**config.mk**
```make
export PLATFORM = sky130hd
export DESIGN_NAME = soc_mul_sum
export DESIGN_NICKNAME = d
export VERILOG_FILES = /design/src/rtl/core/soc_pkg.sv /design/src/rtl/core/soc_mul_sum.sv
export SDC_FILE = /design/constraint.sdc
export NUM_CORES = 1
export LEC_CHECK = 0
export ABC_CLOCK_PERIOD_IN_PS = 6100
export CORE_AREA = 2 2 233 235
export DETAILED_ROUTE_END_ITERATION = 10
export DIE_AREA = 0 0 235 237
export DONT_BUFFER_PORTS = 1
export PLACE_DENSITY = 0.76
export SLEW_MARGIN = 20
export SYNTH_ARGS = -nofsm -noshare
export SYNTH_HDL_FRONTEND = slang
export SYNTH_SLANG_ARGS = --single-unit
```
**constraint.sdc**
```tcl
create_clock -name clk -period 6.1 [get_ports clk]
set_input_delay 0.915 -clock clk [delete_from_list [all_inputs] [get_ports clk]]
set_output_delay 0.915 -clock clk [all_outputs]
set_load 0.01 [all_outputs]
```
**src/rtl/core/soc_pkg.sv**
```systemverilog
// Shared types, codes and helpers for the signed overflow checker.
package soc_pkg;

  // Field widths of one item
  localparam int unsigned DATA_W  = 64;
  localparam int unsigned MODE_W  = 3;
  localparam int unsigned RBITS_W = 7;
  localparam int unsigned LINE_W  = 32;
  localparam int unsigned SHAMT_W = 6;
  localparam int unsigned HALF_W  = DATA_W / 2;

  // Operand width actually used (8..64); operands sign-extend from its top bit
  localparam int unsigned OPERAND_BITS = 64;
  localparam int unsigned SEXT_SHIFT   = DATA_W - OPERAND_BITS;
  localparam logic [RBITS_W-1:0] OPERAND_BITS_R = RBITS_W'(OPERAND_BITS);

  // Operation codes
  localparam logic [MODE_W-1:0] MODE_ADD = 3'd0;
  localparam logic [MODE_W-1:0] MODE_SUB = 3'd1;
  localparam logic [MODE_W-1:0] MODE_MUL = 3'd2;
  localparam logic [MODE_W-1:0] MODE_DIV = 3'd3;
  localparam logic [MODE_W-1:0] MODE_REM = 3'd4;

  typedef enum logic [1:0] {
    VERDICT_OK       = 2'd0,
    VERDICT_OVERFLOW = 2'd1,
    VERDICT_DIVZERO  = 2'd2
  } verdict_t;

  typedef struct packed {
    logic [MODE_W-1:0]  mode;
    logic signed [DATA_W-1:0] left_operand;
    logic signed [DATA_W-1:0] right_operand;
    logic [RBITS_W-1:0] result_bits;
    logic [LINE_W-1:0]  source_line;
  } soc_in_t;

  typedef struct packed {
    verdict_t          verdict;
    logic [LINE_W-1:0] fault_line;
  } soc_out_t;

  // Partial products plus everything the later stages need
  typedef struct packed {
    logic               valid;
    logic               is_mul;
    verdict_t           early;
    logic [SHAMT_W-1:0] wm1;
    logic [LINE_W-1:0]  line;
    logic [DATA_W-1:0]  a;
    logic [DATA_W-1:0]  b;
    logic [DATA_W-1:0]  pp_ll;
    logic [DATA_W-1:0]  pp_lh;
    logic [DATA_W-1:0]  pp_hl;
    logic [DATA_W-1:0]  pp_hh;
  } soc_pp_t;

  // Full signed product, ready for the range check
  typedef struct packed {
    logic                valid;
    logic                is_mul;
    verdict_t            early;
    logic [SHAMT_W-1:0]  wm1;
    logic [LINE_W-1:0]   line;
    logic [2*DATA_W-1:0] prod;
  } soc_prod_t;

  // Sign-extend from bit OPERAND_BITS-1
  function automatic logic [DATA_W-1:0] sext_op(logic [DATA_W-1:0] v);
    logic signed [DATA_W-1:0] t;
    t = $signed(v << SEXT_SHIFT);
    return DATA_W'(t >>> SEXT_SHIFT);
  endfunction

  // Low word fits the width: bits [63:wm1] all match the sign
  function automatic logic low_fits(logic [DATA_W-1:0] low, logic sign,
                                    logic [SHAMT_W-1:0] wm1);
    logic [DATA_W-1:0] himask;
    himask = {DATA_W{1'b1}} << wm1;
    return ((low ^ {DATA_W{sign}}) & himask) == '0;
  endfunction

endpackage

```
**src/rtl/core/soc_mul_sum.sv**
```systemverilog
// Two-stage reduction of the partial products to the exact signed product.
module soc_mul_sum (
  input  logic              clk,
  input  logic              rst_n,
  input  soc_pkg::soc_pp_t   pp,
  output soc_pkg::soc_prod_t prod
);
  import soc_pkg::*;

  logic               vc_r;
  logic               is_mul_r;
  verdict_t           early_r;
  logic [SHAMT_W-1:0] wm1_r;
  logic [LINE_W-1:0]  line_r;
  logic [DATA_W-1:0]  hh_r, ll_r;
  logic [DATA_W:0]    mid_r, mid_nxt;
  logic [DATA_W-1:0]  corr_r, corr_nxt;
  soc_prod_t          prod_r, prod_nxt;

  // Stage C: middle terms, and the signed correction to the high word
  always_comb begin
    mid_nxt  = {1'b0, pp.pp_lh} + {1'b0, pp.pp_hl};
    corr_nxt = (pp.a[DATA_W-1] ? pp.b : '0) + (pp.b[DATA_W-1] ? pp.a : '0);
  end

  always_ff @(posedge clk) begin
    if (!rst_n) begin
      vc_r <= 1'b0;
    end else begin
      vc_r <= pp.valid;
    end
    is_mul_r <= pp.is_mul;
    early_r  <= pp.early;
    wm1_r    <= pp.wm1;
    line_r   <= pp.line;
    hh_r     <= pp.pp_hh;
    ll_r     <= pp.pp_ll;
    mid_r    <= mid_nxt;
    corr_r   <= corr_nxt;
  end

  // Stage D: 128-bit product
  always_comb begin
    prod_nxt.valid  = vc_r;
    prod_nxt.is_mul = is_mul_r;
    prod_nxt.early  = early_r;
    prod_nxt.wm1    = wm1_r;
    prod_nxt.line   = line_r;
    prod_nxt.prod   = {hh_r, ll_r} + {(HALF_W-1)'(0), mid_r, HALF_W'(0)}
                    - {corr_r, DATA_W'(0)};
  end

  always_ff @(posedge clk) begin
    if (!rst_n) begin
      prod_r <= '0;
    end else begin
      prod_r <= prod_nxt;
    end
  end

  assign prod = prod_r;

endmodule

```
==> impl_metrics.toml <==
[outcome]
outcome = "finished, final reports clean"

[synth]
synthDistinctLibCells = 86
avgSynthCellArea_um2 = 8.16
synthesis.nets = 4417
yosys_register_bits = 469
synthCells = 3639
yosysSeqAreaShare_pct = 31.6
synth_warnings = 0
synthFlopType = "dfxtp_1"
synth_area_um2 = 29700
async_reset_ff_share_pct = 0
synth_edf_count = 0

[timing]
fin_skew_ps = 21.8
setup-tns-final_ps = 0
hold_violations = 0
fmax_ghz = 0.237
relSlewSlack_pct = 41.7
worst_slew_pin_slew_ps = 861
final-setup-viol-count = 0
timing.final.crit_share_pct = 69.3
finalCriticalPeriod_ps = 4230
rsz0062_at_grt = "no"
maxSlewViolCount = 0
timing.final.ws_setup_ps = 1870

[clock_network]
post_cts_buffers = 0
postCtsHoldBufs = 0
ctsHtreeMaxLevel = 2
cts_buffer_depth = 3
cts_tree = "done"
post_cts_resized = 0
cts.clk_slew.worst_paths_ps = 70
insertion_delay_ps = 620
cts_made_buffers = 51
root_buffer = "clkbuf_16"
clock_sinks = 469

[floorplan]
die-area_um2 = 55700
die_x_um = 235
initial_core_util_pct = 55.7
core-area_um2 = 53300
ios = 598
core.rowCount = 85
die_h_um = 237

[route]
routed_wl_um = 89400
drt_iter0_drc = 1490
drcViolationCount = 0
ant_nets = 0
routedWlPerCell_um = 20.7
num_vias = 25334
drt_pre_antenna_iters = 7
routed_via_density = 5.88

[placed_design]
port_buffers = 0
place_congestion = 0.960
dp_hpwl_um = 72800
dp_slack_ps = 1490

[min_path]
hold_start = "pp[388]"
hold_depth = 0
hold_path_class = "in2reg"
min_to = "line_r[4]$_DFF_P_"

[critical_path]
critical-path-slowest-cell = "a2111oi_0"
cp_num_buf_inv = 2
path_class = "reg2reg"
slowest_delay_ps = 680
crit_fanout = 7
rr_startpoint = "hh_r[2]$_DFF_P_"
cp_data_required_time_ps = 6620
rr_endpoint = "prod[123]$_SDFF_PN0_"
critPathLaunchType = "register"
cp_common_cell = "inv_1"
critPathArrivalTime_ps = 4750
path_delay_family = "compound AO/OA/AOI/OAI gates"
worstPathCellList = "inv_1, fa_1, inv_1, ha_1, and3_1, nand2_1, nor2_1, nand4_1, a2111oi_0, or3_1, a41o_1, a21boi_2, o21bai_1, mux2i_1"
r2r_setup_slack_ps = 1870
reg2regPathDepth = 14
critPathCaptureType = "register"

[grt]
grt_pass1_vias = 24341
grt_max_degree = 84
grt_antenna_before_repair = 9
overflow = 0
grtUsageTotal_pct = 30.8
grt_pass1_wl_um = 136000

[layout]
final_util_pct = 59.9
finish.net_count = 4340
layout-drive-gt1-share_pct = 3.77
area_growth_syn_to_layout_pct = 7.40

[flow_run]
cap_violations = 0

[power]
leakage_nw = 15.1
cellPowerDensity_nw_per_um2 = 395
vdd_drop_max_uv = 269
p_total_w = 0.0126
## cell usage in the layout, fill, tap and decap left out, types with 138 or more instances in the layout
| master | count |
|---|---|
| a21o_1 | 156 |
| a21oi_1 | 353 |
| and2_1 | 197 |
| dfxtp_1 | 469 |
| ha_1 | 315 |
| inv_1 | 393 |
| nand2_1 | 247 |
| nor2_1 | 302 |
| o21ai_0 | 164 |
| xnor2_1 | 138 |
## sequential cells by signal (all words and copies together), names as in the netlist
register	count
wm1_r	6
hh_r	64
early_r	2
vc_r	1
ll_r	64
corr_r	64
line_r	32
is_mul_r	1
prod	170
mid_r	65
## cell usage after synthesis (all sizes together) (73+ instances only)
| master | instances | area [um2] |
|---|---|---|
| o21ai | 174 | 875 |
| xor2 | 87 | 762 |
| nand2 | 247 | 927 |
| xnor2 | 138 | 1210 |
| nor2 | 302 | 1130 |
| a21o | 156 | 1170 |
| clkbuf | 115 | 433 |
| and2 | 197 | 1230 |
| ha | 315 | 3940 |
| dfxtp | 469 | 9390 |
| inv | 394 | 1480 |
| a21oi | 360 | 1840 |
| nand4 | 79 | 494 |
| o21bai | 73 | 559 |
## cell families after synthesis
group	share of synthesized area [%]
AND/OR/NAND/NOR	17.8
AO/OA/AOI/OAI	21.0
buffers and inverters	6.84
flip-flops	31.6
adder cells (fa/ha/maj)	15.6
XOR/XNOR	6.63
multiplexers	0.539
## cell type report
type,count,area (um2)
fill,4739,21400
multi-input combinational,2642,18300
sequential,469,9390
inverter,394,1480
clock buffer,62,1390
tap,696,871
clock inverter,33,433
timing repair buffer,4,30.0
antenna,11,27.5
## where the power goes
group          switching (W)  internal, W
combinational        0.00316      0.00194
clock                0.00139      0.00195
sequential          0.000562      0.00360
total                0.00512      0.00749
## how the worst max path moves through the flow
stage / start / to / slack [ps] / cells past startpoint
6_report: hh_r[2]$_DFF_P_ / prod[123]$_SDFF_PN0_ / 1870 / 14
5_1_grt: hh_r[2]$_DFF_P_ / prod[123]$_SDFF_PN0_ / 1680 / 14
3_5_place_dp: pp[383] / corr_r[60]$_DFF_P_ / 1490 / 15
3_3_place_gp: pp[383] / corr_r[62]$_DFF_P_ / 1590 / 14
2_1_floorplan: pp[383] / corr_r[60]$_DFF_P_ / 2160 / 14
4_1_cts: hh_r[2]$_DFF_P_ / prod[123]$_SDFF_PN0_ / 1980 / 14
## metal layers
layer	share of wire [%]	GRT usage, %	routed length, um	vias to the layer above
li1	-	-	-	12321
met1	41	38.0	37000	11790
met2	47	52.0	41700	1010
met3	7.3	6.24	6570	211
met4	4.6	13.4	4100	2
met5	0.012	0	11	-
## through the flow
stage          instances  area (um2)  hold WS [ps]
2_1_floorplan       3639       29700           406
3_3_place_gp        4205       30100           413
3_5_place_dp        4205       30100           418
4_1_cts             4300       31900           283
5_1_grt             4306       31900           291
6_report            4311       31900           317
Note: power is estimated with default switching activity, not from simulation.
