File: src/rtl/core/soc_pkg.sv
// Shared types, codes and helpers for the signed overflow checker.
package soc_pkg;

  // Field widths of one item
  localparam int unsigned DATA_W  = 64;
  localparam int unsigned MODE_W  = 3;
  localparam int unsigned RBITS_W = 7;
  localparam int unsigned LINE_W  = 32;
  localparam int unsigned SHAMT_W = 6;
  localparam int unsigned HALF_W  = DATA_W / 2;

  // Operand width actually used (8..64); operands sign-extend from its top bit
  localparam int unsigned OPERAND_BITS = 64;
  localparam int unsigned SEXT_SHIFT   = DATA_W - OPERAND_BITS;
  localparam logic [RBITS_W-1:0] OPERAND_BITS_R = RBITS_W'(OPERAND_BITS);

  // Operation codes
  localparam logic [MODE_W-1:0] MODE_ADD = 3'd0;
  localparam logic [MODE_W-1:0] MODE_SUB = 3'd1;
  localparam logic [MODE_W-1:0] MODE_MUL = 3'd2;
  localparam logic [MODE_W-1:0] MODE_DIV = 3'd3;
  localparam logic [MODE_W-1:0] MODE_REM = 3'd4;

  typedef enum logic [1:0] {
    VERDICT_OK       = 2'd0,
    VERDICT_OVERFLOW = 2'd1,
    VERDICT_DIVZERO  = 2'd2
  } verdict_t;

  typedef struct packed {
    logic [MODE_W-1:0]  mode;
    logic signed [DATA_W-1:0] left_operand;
    logic signed [DATA_W-1:0] right_operand;
    logic [RBITS_W-1:0] result_bits;
    logic [LINE_W-1:0]  source_line;
  } soc_in_t;

  typedef struct packed {
    verdict_t          verdict;
    logic [LINE_W-1:0] fault_line;
  } soc_out_t;

  // Partial products plus everything the later stages need
  typedef struct packed {
    logic               valid;
    logic               is_mul;
    verdict_t           early;
    logic [SHAMT_W-1:0] wm1;
    logic [LINE_W-1:0]  line;
    logic [DATA_W-1:0]  a;
    logic [DATA_W-1:0]  b;
    logic [DATA_W-1:0]  pp_ll;
    logic [DATA_W-1:0]  pp_lh;
    logic [DATA_W-1:0]  pp_hl;
    logic [DATA_W-1:0]  pp_hh;
  } soc_pp_t;

  // Full signed product, ready for the range check
  typedef struct packed {
    logic                valid;
    logic                is_mul;
    verdict_t            early;
    logic [SHAMT_W-1:0]  wm1;
    logic [LINE_W-1:0]   line;
    logic [2*DATA_W-1:0] prod;
  } soc_prod_t;

  // Sign-extend from bit OPERAND_BITS-1
  function automatic logic [DATA_W-1:0] sext_op(logic [DATA_W-1:0] v);
    logic signed [DATA_W-1:0] t;
    t = $signed(v << SEXT_SHIFT);
    return DATA_W'(t >>> SEXT_SHIFT);
  endfunction

  // Low word fits the width: bits [63:wm1] all match the sign
  function automatic logic low_fits(logic [DATA_W-1:0] low, logic sign,
                                    logic [SHAMT_W-1:0] wm1);
    logic [DATA_W-1:0] himask;
    himask = {DATA_W{1'b1}} << wm1;
    return ((low ^ {DATA_W{sign}}) & himask) == '0;
  endfunction

endpackage

File: src/rtl/core/soc_verdict.sv
// Final range check of the product and the result register.
module soc_verdict (
  input  logic              clk,
  input  logic              rst_n,
  input  soc_pkg::soc_prod_t prod,
  output logic              out_valid,
  output soc_pkg::soc_out_t  out_item
);
  import soc_pkg::*;

  logic     sign;
  logic     prod_ok;
  logic     valid_r;
  soc_out_t item_r, item_nxt;

  // Product fits when bits [127:w-1] all equal the sign
  always_comb begin
    sign    = prod.prod[2*DATA_W-1];
    prod_ok = (prod.prod[2*DATA_W-1:DATA_W] == {DATA_W{sign}})
           && low_fits(prod.prod[DATA_W-1:0], sign, prod.wm1);
    item_nxt.fault_line = prod.line;
    if (prod.is_mul) begin
      item_nxt.verdict = prod_ok ? VERDICT_OK : VERDICT_OVERFLOW;
    end else begin
      item_nxt.verdict = prod.early;
    end
  end

  always_ff @(posedge clk) begin
    if (!rst_n) begin
      valid_r <= 1'b0;
    end else begin
      valid_r <= prod.valid;
    end
    item_r <= item_nxt;
  end

  assign out_valid = valid_r;
  assign out_item  = item_r;

endmodule

File: config.mk
export PLATFORM = sky130hd
export DESIGN_NAME = soc_verdict
export DESIGN_NICKNAME = d
export VERILOG_FILES = /design/src/rtl/core/soc_pkg.sv /design/src/rtl/core/soc_verdict.sv
export SDC_FILE = /design/constraint.sdc
export NUM_CORES = 1
export LEC_CHECK = 0
export BUFFER_PORTS_ARGS = -buffer_cell sky130_fd_sc_hd__buf_2
export CELL_PAD_IN_SITES_DETAIL_PLACEMENT = 1
export CELL_PAD_IN_SITES_GLOBAL_PLACEMENT = 2
export CORE_MARGIN = 2
export CORE_UTILIZATION = 21
export CTS_BUF_LIST = sky130_fd_sc_hd__clkbuf_4 sky130_fd_sc_hd__clkbuf_8 sky130_fd_sc_hd__clkbuf_16
export DETAILED_ROUTE_END_ITERATION = 7
export GPL_ROUTABILITY_DRIVEN = 0
export PLACE_DENSITY_LB_ADDON = 0.3
export SLEW_MARGIN = 5
export SYNTH_ARGS = -nofsm -noshare
export SYNTH_HDL_FRONTEND = slang
export SYNTH_SLANG_ARGS = --single-unit
File: constraint.sdc
create_clock -name clk -period 2.96 [get_ports clk]
set_input_delay 0.296 -clock clk [delete_from_list [all_inputs] [get_ports clk]]
set_output_delay 0.296 -clock clk [all_outputs]
set_load 0.1 [all_outputs]
==> impl_table.tex <==
\begin{tabular}{lr}
\hline
Metric & Value \\
\hline
\multicolumn{2}{l}{\textbf{Synth}} \\
Number of different library cells in the post-synthesis netlist & 60 \\
Mapped Cells & 352 \\
Async set-or-reset flop fraction in the synthesized netlist & 0\% \\
Adder-cell share of the synthesized area & 0\% \\
Synthesized-area fraction occupied by xor and xnor cells & between 4 and 5\% \\
Sequential-to-total area share from yosys stat & 26.8\% \\
Yosys reg bits & 35 \\
Post-synthesis compound-gate area fraction & between 30 and 40\% \\
Top cell type by total area after synthesis & dfxtp\_1 \\
Dominant combinational cell family by area after synthesis & compound AO/OA/AOI/OAI gates \\
Dominant synthesized flop cell & dfxtp\_1 \\
Syn\_area\_per\_cell & 7.42 sq um \\
Simple-gate portion of the synthesized area & between 20 and 30\% \\
Share of the synthesized area in the top cell type & 26.8\% \\
Net count after synthesis & about 520 \\
Portion of netlist area occupied by mux cells & less than 1\% \\
Cell area after synthesis & 2610 sq um \\
Number of enable flip-flop cells after synthesis & 0 \\
Yosys synthesis warning count & 0 \\
Largest cells by area after synthesis & dfxtp\_1 27\%, o21ai\_0 4.8\%, nor2\_1 4.5\%, nand3\_1 3.8\%, nand2\_1 3.6\% \\
\multicolumn{2}{l}{\textbf{Final layout}} \\
Leading cell type in the layout, fill and taps excluded & buf\_2 \\
Layout-stage area growth over the synthesis result & 51.9\% \\
Post-route core utilization & about a third \\
Area taken by flip-flops and latches & between 700 and 800 sq um \\
Multi-input gate area in the final layout & 1750 sq um \\
Share of cells above drive strength 1 & 41.9\% \\
Post-layout instance area & approximately 4000 sq um \\
Count of filler cells inserted in the layout & 1573 \\
Number of antenna diodes & 0 \\
Commonest non-fill, non-tap cells in the layout & 206 x buf\_2, 35 x dfxtp\_1, 31 x nor2\_1 \\
Nets & a little over 700 \\
\multicolumn{2}{l}{\textbf{Pwr}} \\
Part of the power in registers & 30.0\% \\
Cell-internal power & 1.07 mW \\
Sw frac & a little over a third \\
Worst IR drop on VDD & 0.000271 V \\
Combinational cell fraction of total power & about a third \\
Pleak & between 1.5 and 2 nW \\
Power density over cell area & 422 nW/um\^{}2 \\
Sw Pwr & 0.599 mW \\
Clock network fraction of design power & 34.8\% \\
\multicolumn{2}{l}{\textbf{Timing}} \\
Slew Limit Fails & 0 \\
Endpoints failing setup & 0 \\
RSZ-0062 raised after global routing & false \\
Final Critical Period & 2.33 ns \\
Final hold violation count & 0 \\
Summed negative setup slack over all endpoints & 0 ns \\
Worst slew margin relative to its limit & 50.6\% \\
Highest achievable clock rate & between 400 and 500 MHz \\
Pin slew with the least headroom to its limit & between 0.7 and 0.8 ns \\
Post-route clock period utilization & 78.7\% \\
\multicolumn{2}{l}{\textbf{Die}} \\
I/O pin count & just over 200 \\
Die Y-Extent & 116 microns \\
Core Box Area & 12100 sq um \\
Die W & 116 microns \\
Die footprint & 13300 sq um \\
Total number of placement rows & 40 \\
Initial Util & 21.7\% \\
\multicolumn{2}{l}{\textbf{GRT}} \\
Number of global-route vias before repair & 3769 \\
First-pass GRT wire length & about 19 mm \\
Combined global-route utilization of all metal layers & between 10\% and 20\% \\
Overflow after GRT & 0 \\
Number of antenna violations at the first check in global routing & 0 \\
Largest net degree at the start of global routing & 28 \\
\multicolumn{2}{l}{\textbf{Worst setup path}} \\
Crit Path Category & in2reg \\
Worst setup SP type & primary input \\
Critical Path Sink Type & flip-flop \\
Required time at the worst-slack endpoint & 3.11 ns \\
Gate family responsible for the most delay along the worst path & compound AO/OA/AOI/OAI gates \\
Crit path max-delay cell type & o41ai\_1 \\
Number of buffer and inverter stages on the critical path & 1 \\
Maximum fanout along the worst path & 22 \\
Critical path data arrival time & 2.48 ns \\
Maximum single-stage delay on the critical path & 0.50 ns \\
Critical path, cell by cell & buf\_2 > and3\_1 > o32ai\_1 > o41ai\_1 > o311a\_1 > nand4\_1 > nor3\_1 > a31oi\_1 \\
\multicolumn{2}{l}{\textbf{Drt}} \\
Remaining antenna violation count after routing & 0 \\
Detailed-route DRC error count & 0 \\
1st-pass router iterations & 4 \\
Post-detailed-routing wire length & 13.0 mm \\
Via/cell ratio & 5.02 \\
Total vias in the final route & between 3000 and 4000 \\
Iteration-0 DRC Markers & 108 \\
Mean routed wirelength per cell & 18.0 microns \\
\multicolumn{2}{l}{\textbf{Placement}} \\
HPWL after detailed placement & 11.1 mm \\
Port buffer count & between 200 and 250 \\
Area of placed instances & 3800 sq um \\
\multicolumn{2}{l}{\textbf{Status}} \\
Status & complete, no violations \\
\multicolumn{2}{l}{\textbf{Clock network}} \\
Htree depth & 2 \\
Clock transition at path regs & 0.06 ns \\
TritonCTS clock tree & built \\
Cells resized by post-CTS repair & 0 \\
TritonCTS sink count & 35 \\
Buffer depth of the longest clock path & 2 \\
Hold-fix buffer count after cts & 0 \\
Setup Fix Bufs, Post-CTS & 0 \\
Total CTS buffers & 5 \\
Root cell of the clock tree & clkbuf\_16 \\
\multicolumn{2}{l}{\textbf{Run}} \\
Max capacitance violation total & 0 \\
\multicolumn{2}{l}{\textbf{Hold path}} \\
Worst min-delay path class & in2reg \\
\hline
\end{tabular}
==> cells in the mapped netlist, drive strengths merged (11+ instances only) <==
master   n
nor3    11
nand2   25
nand3   20
nand4   15
nor4    11
nor2    31
o21ai   28
dfxtp   35
o211ai  11
buf     20
a21oi   16
inv     11
==> power groups by stage <==
stage                     clock, mW  combinational (mW)  sequential, mW
final                         0.582               0.589           0.502
after global routing          0.615               0.632           0.504
after CTS                     0.595               0.592           0.503
after detailed placement          0               0.591           0.513
after global placement            0               0.581           0.512
after floorplan                   0               0.175           0.699
==> kinds of logic (layout without fill, tap and decap cells) <==
group                  count (synthesis)  count (layout)
flip-flops                            35              35
AND/OR/NAND/NOR                      146             146
XOR/XNOR                              14              14
AO/OA/AOI/OAI                        120             120
buffers and inverters                 36             235
multiplexers                           1               1
==> layer usage <==
layer  part of all wire (%)  GRT usage [%]  vias up  routed length, microns
met1                     41           22.3     1722                    5250
met2                     52           34.7      131                    6790
met3                    6.0           3.56       13                     774
met5                      0              0        -                       0
li1                       -              -     1743                       -
met4                    1.1           2.49        0                     146
==> through the flow <==
stage / hold slack, ns / cells / power (mW) / setup slack (ns)
after floorplan: 0.324 / 352 / 0.874 / 0.988
after global placement: 0.399 / 711 / 1.09 / 0.368
after CTS: 0.117 / 719 / 1.69 / 0.635
after global routing: 0.112 / 719 / 1.75 / 0.458
after detailed placement: 0.400 / 711 / 1.10 / 0.369
final: 0.122 / 719 / 1.67 / 0.629
==> state kept, by name, indices dropped and copies added (netlist names) <==
register and cells:
out_item 34, out_valid 1
==> worst paths after layout <==
kind	slack [ns]	cells past startpoint	start	to
setup / recovery	0.63	8	prod[162]	out_item[32]$_DFF_P_
hold / removal	0.12	1	prod[139]	out_item[11]$_DFF_P_
==> cell type report <==
type                       instances  area share (%)
clock buffer                       5            3.15
clock inverter                     3            1.10
timing repair buffer             215            27.7
tap                              168            5.30
inverter                          12            1.13
sequential                        35            17.7
multi-input combinational        281            44.0
No activity file was read; power rests on OpenSTA's default activity.
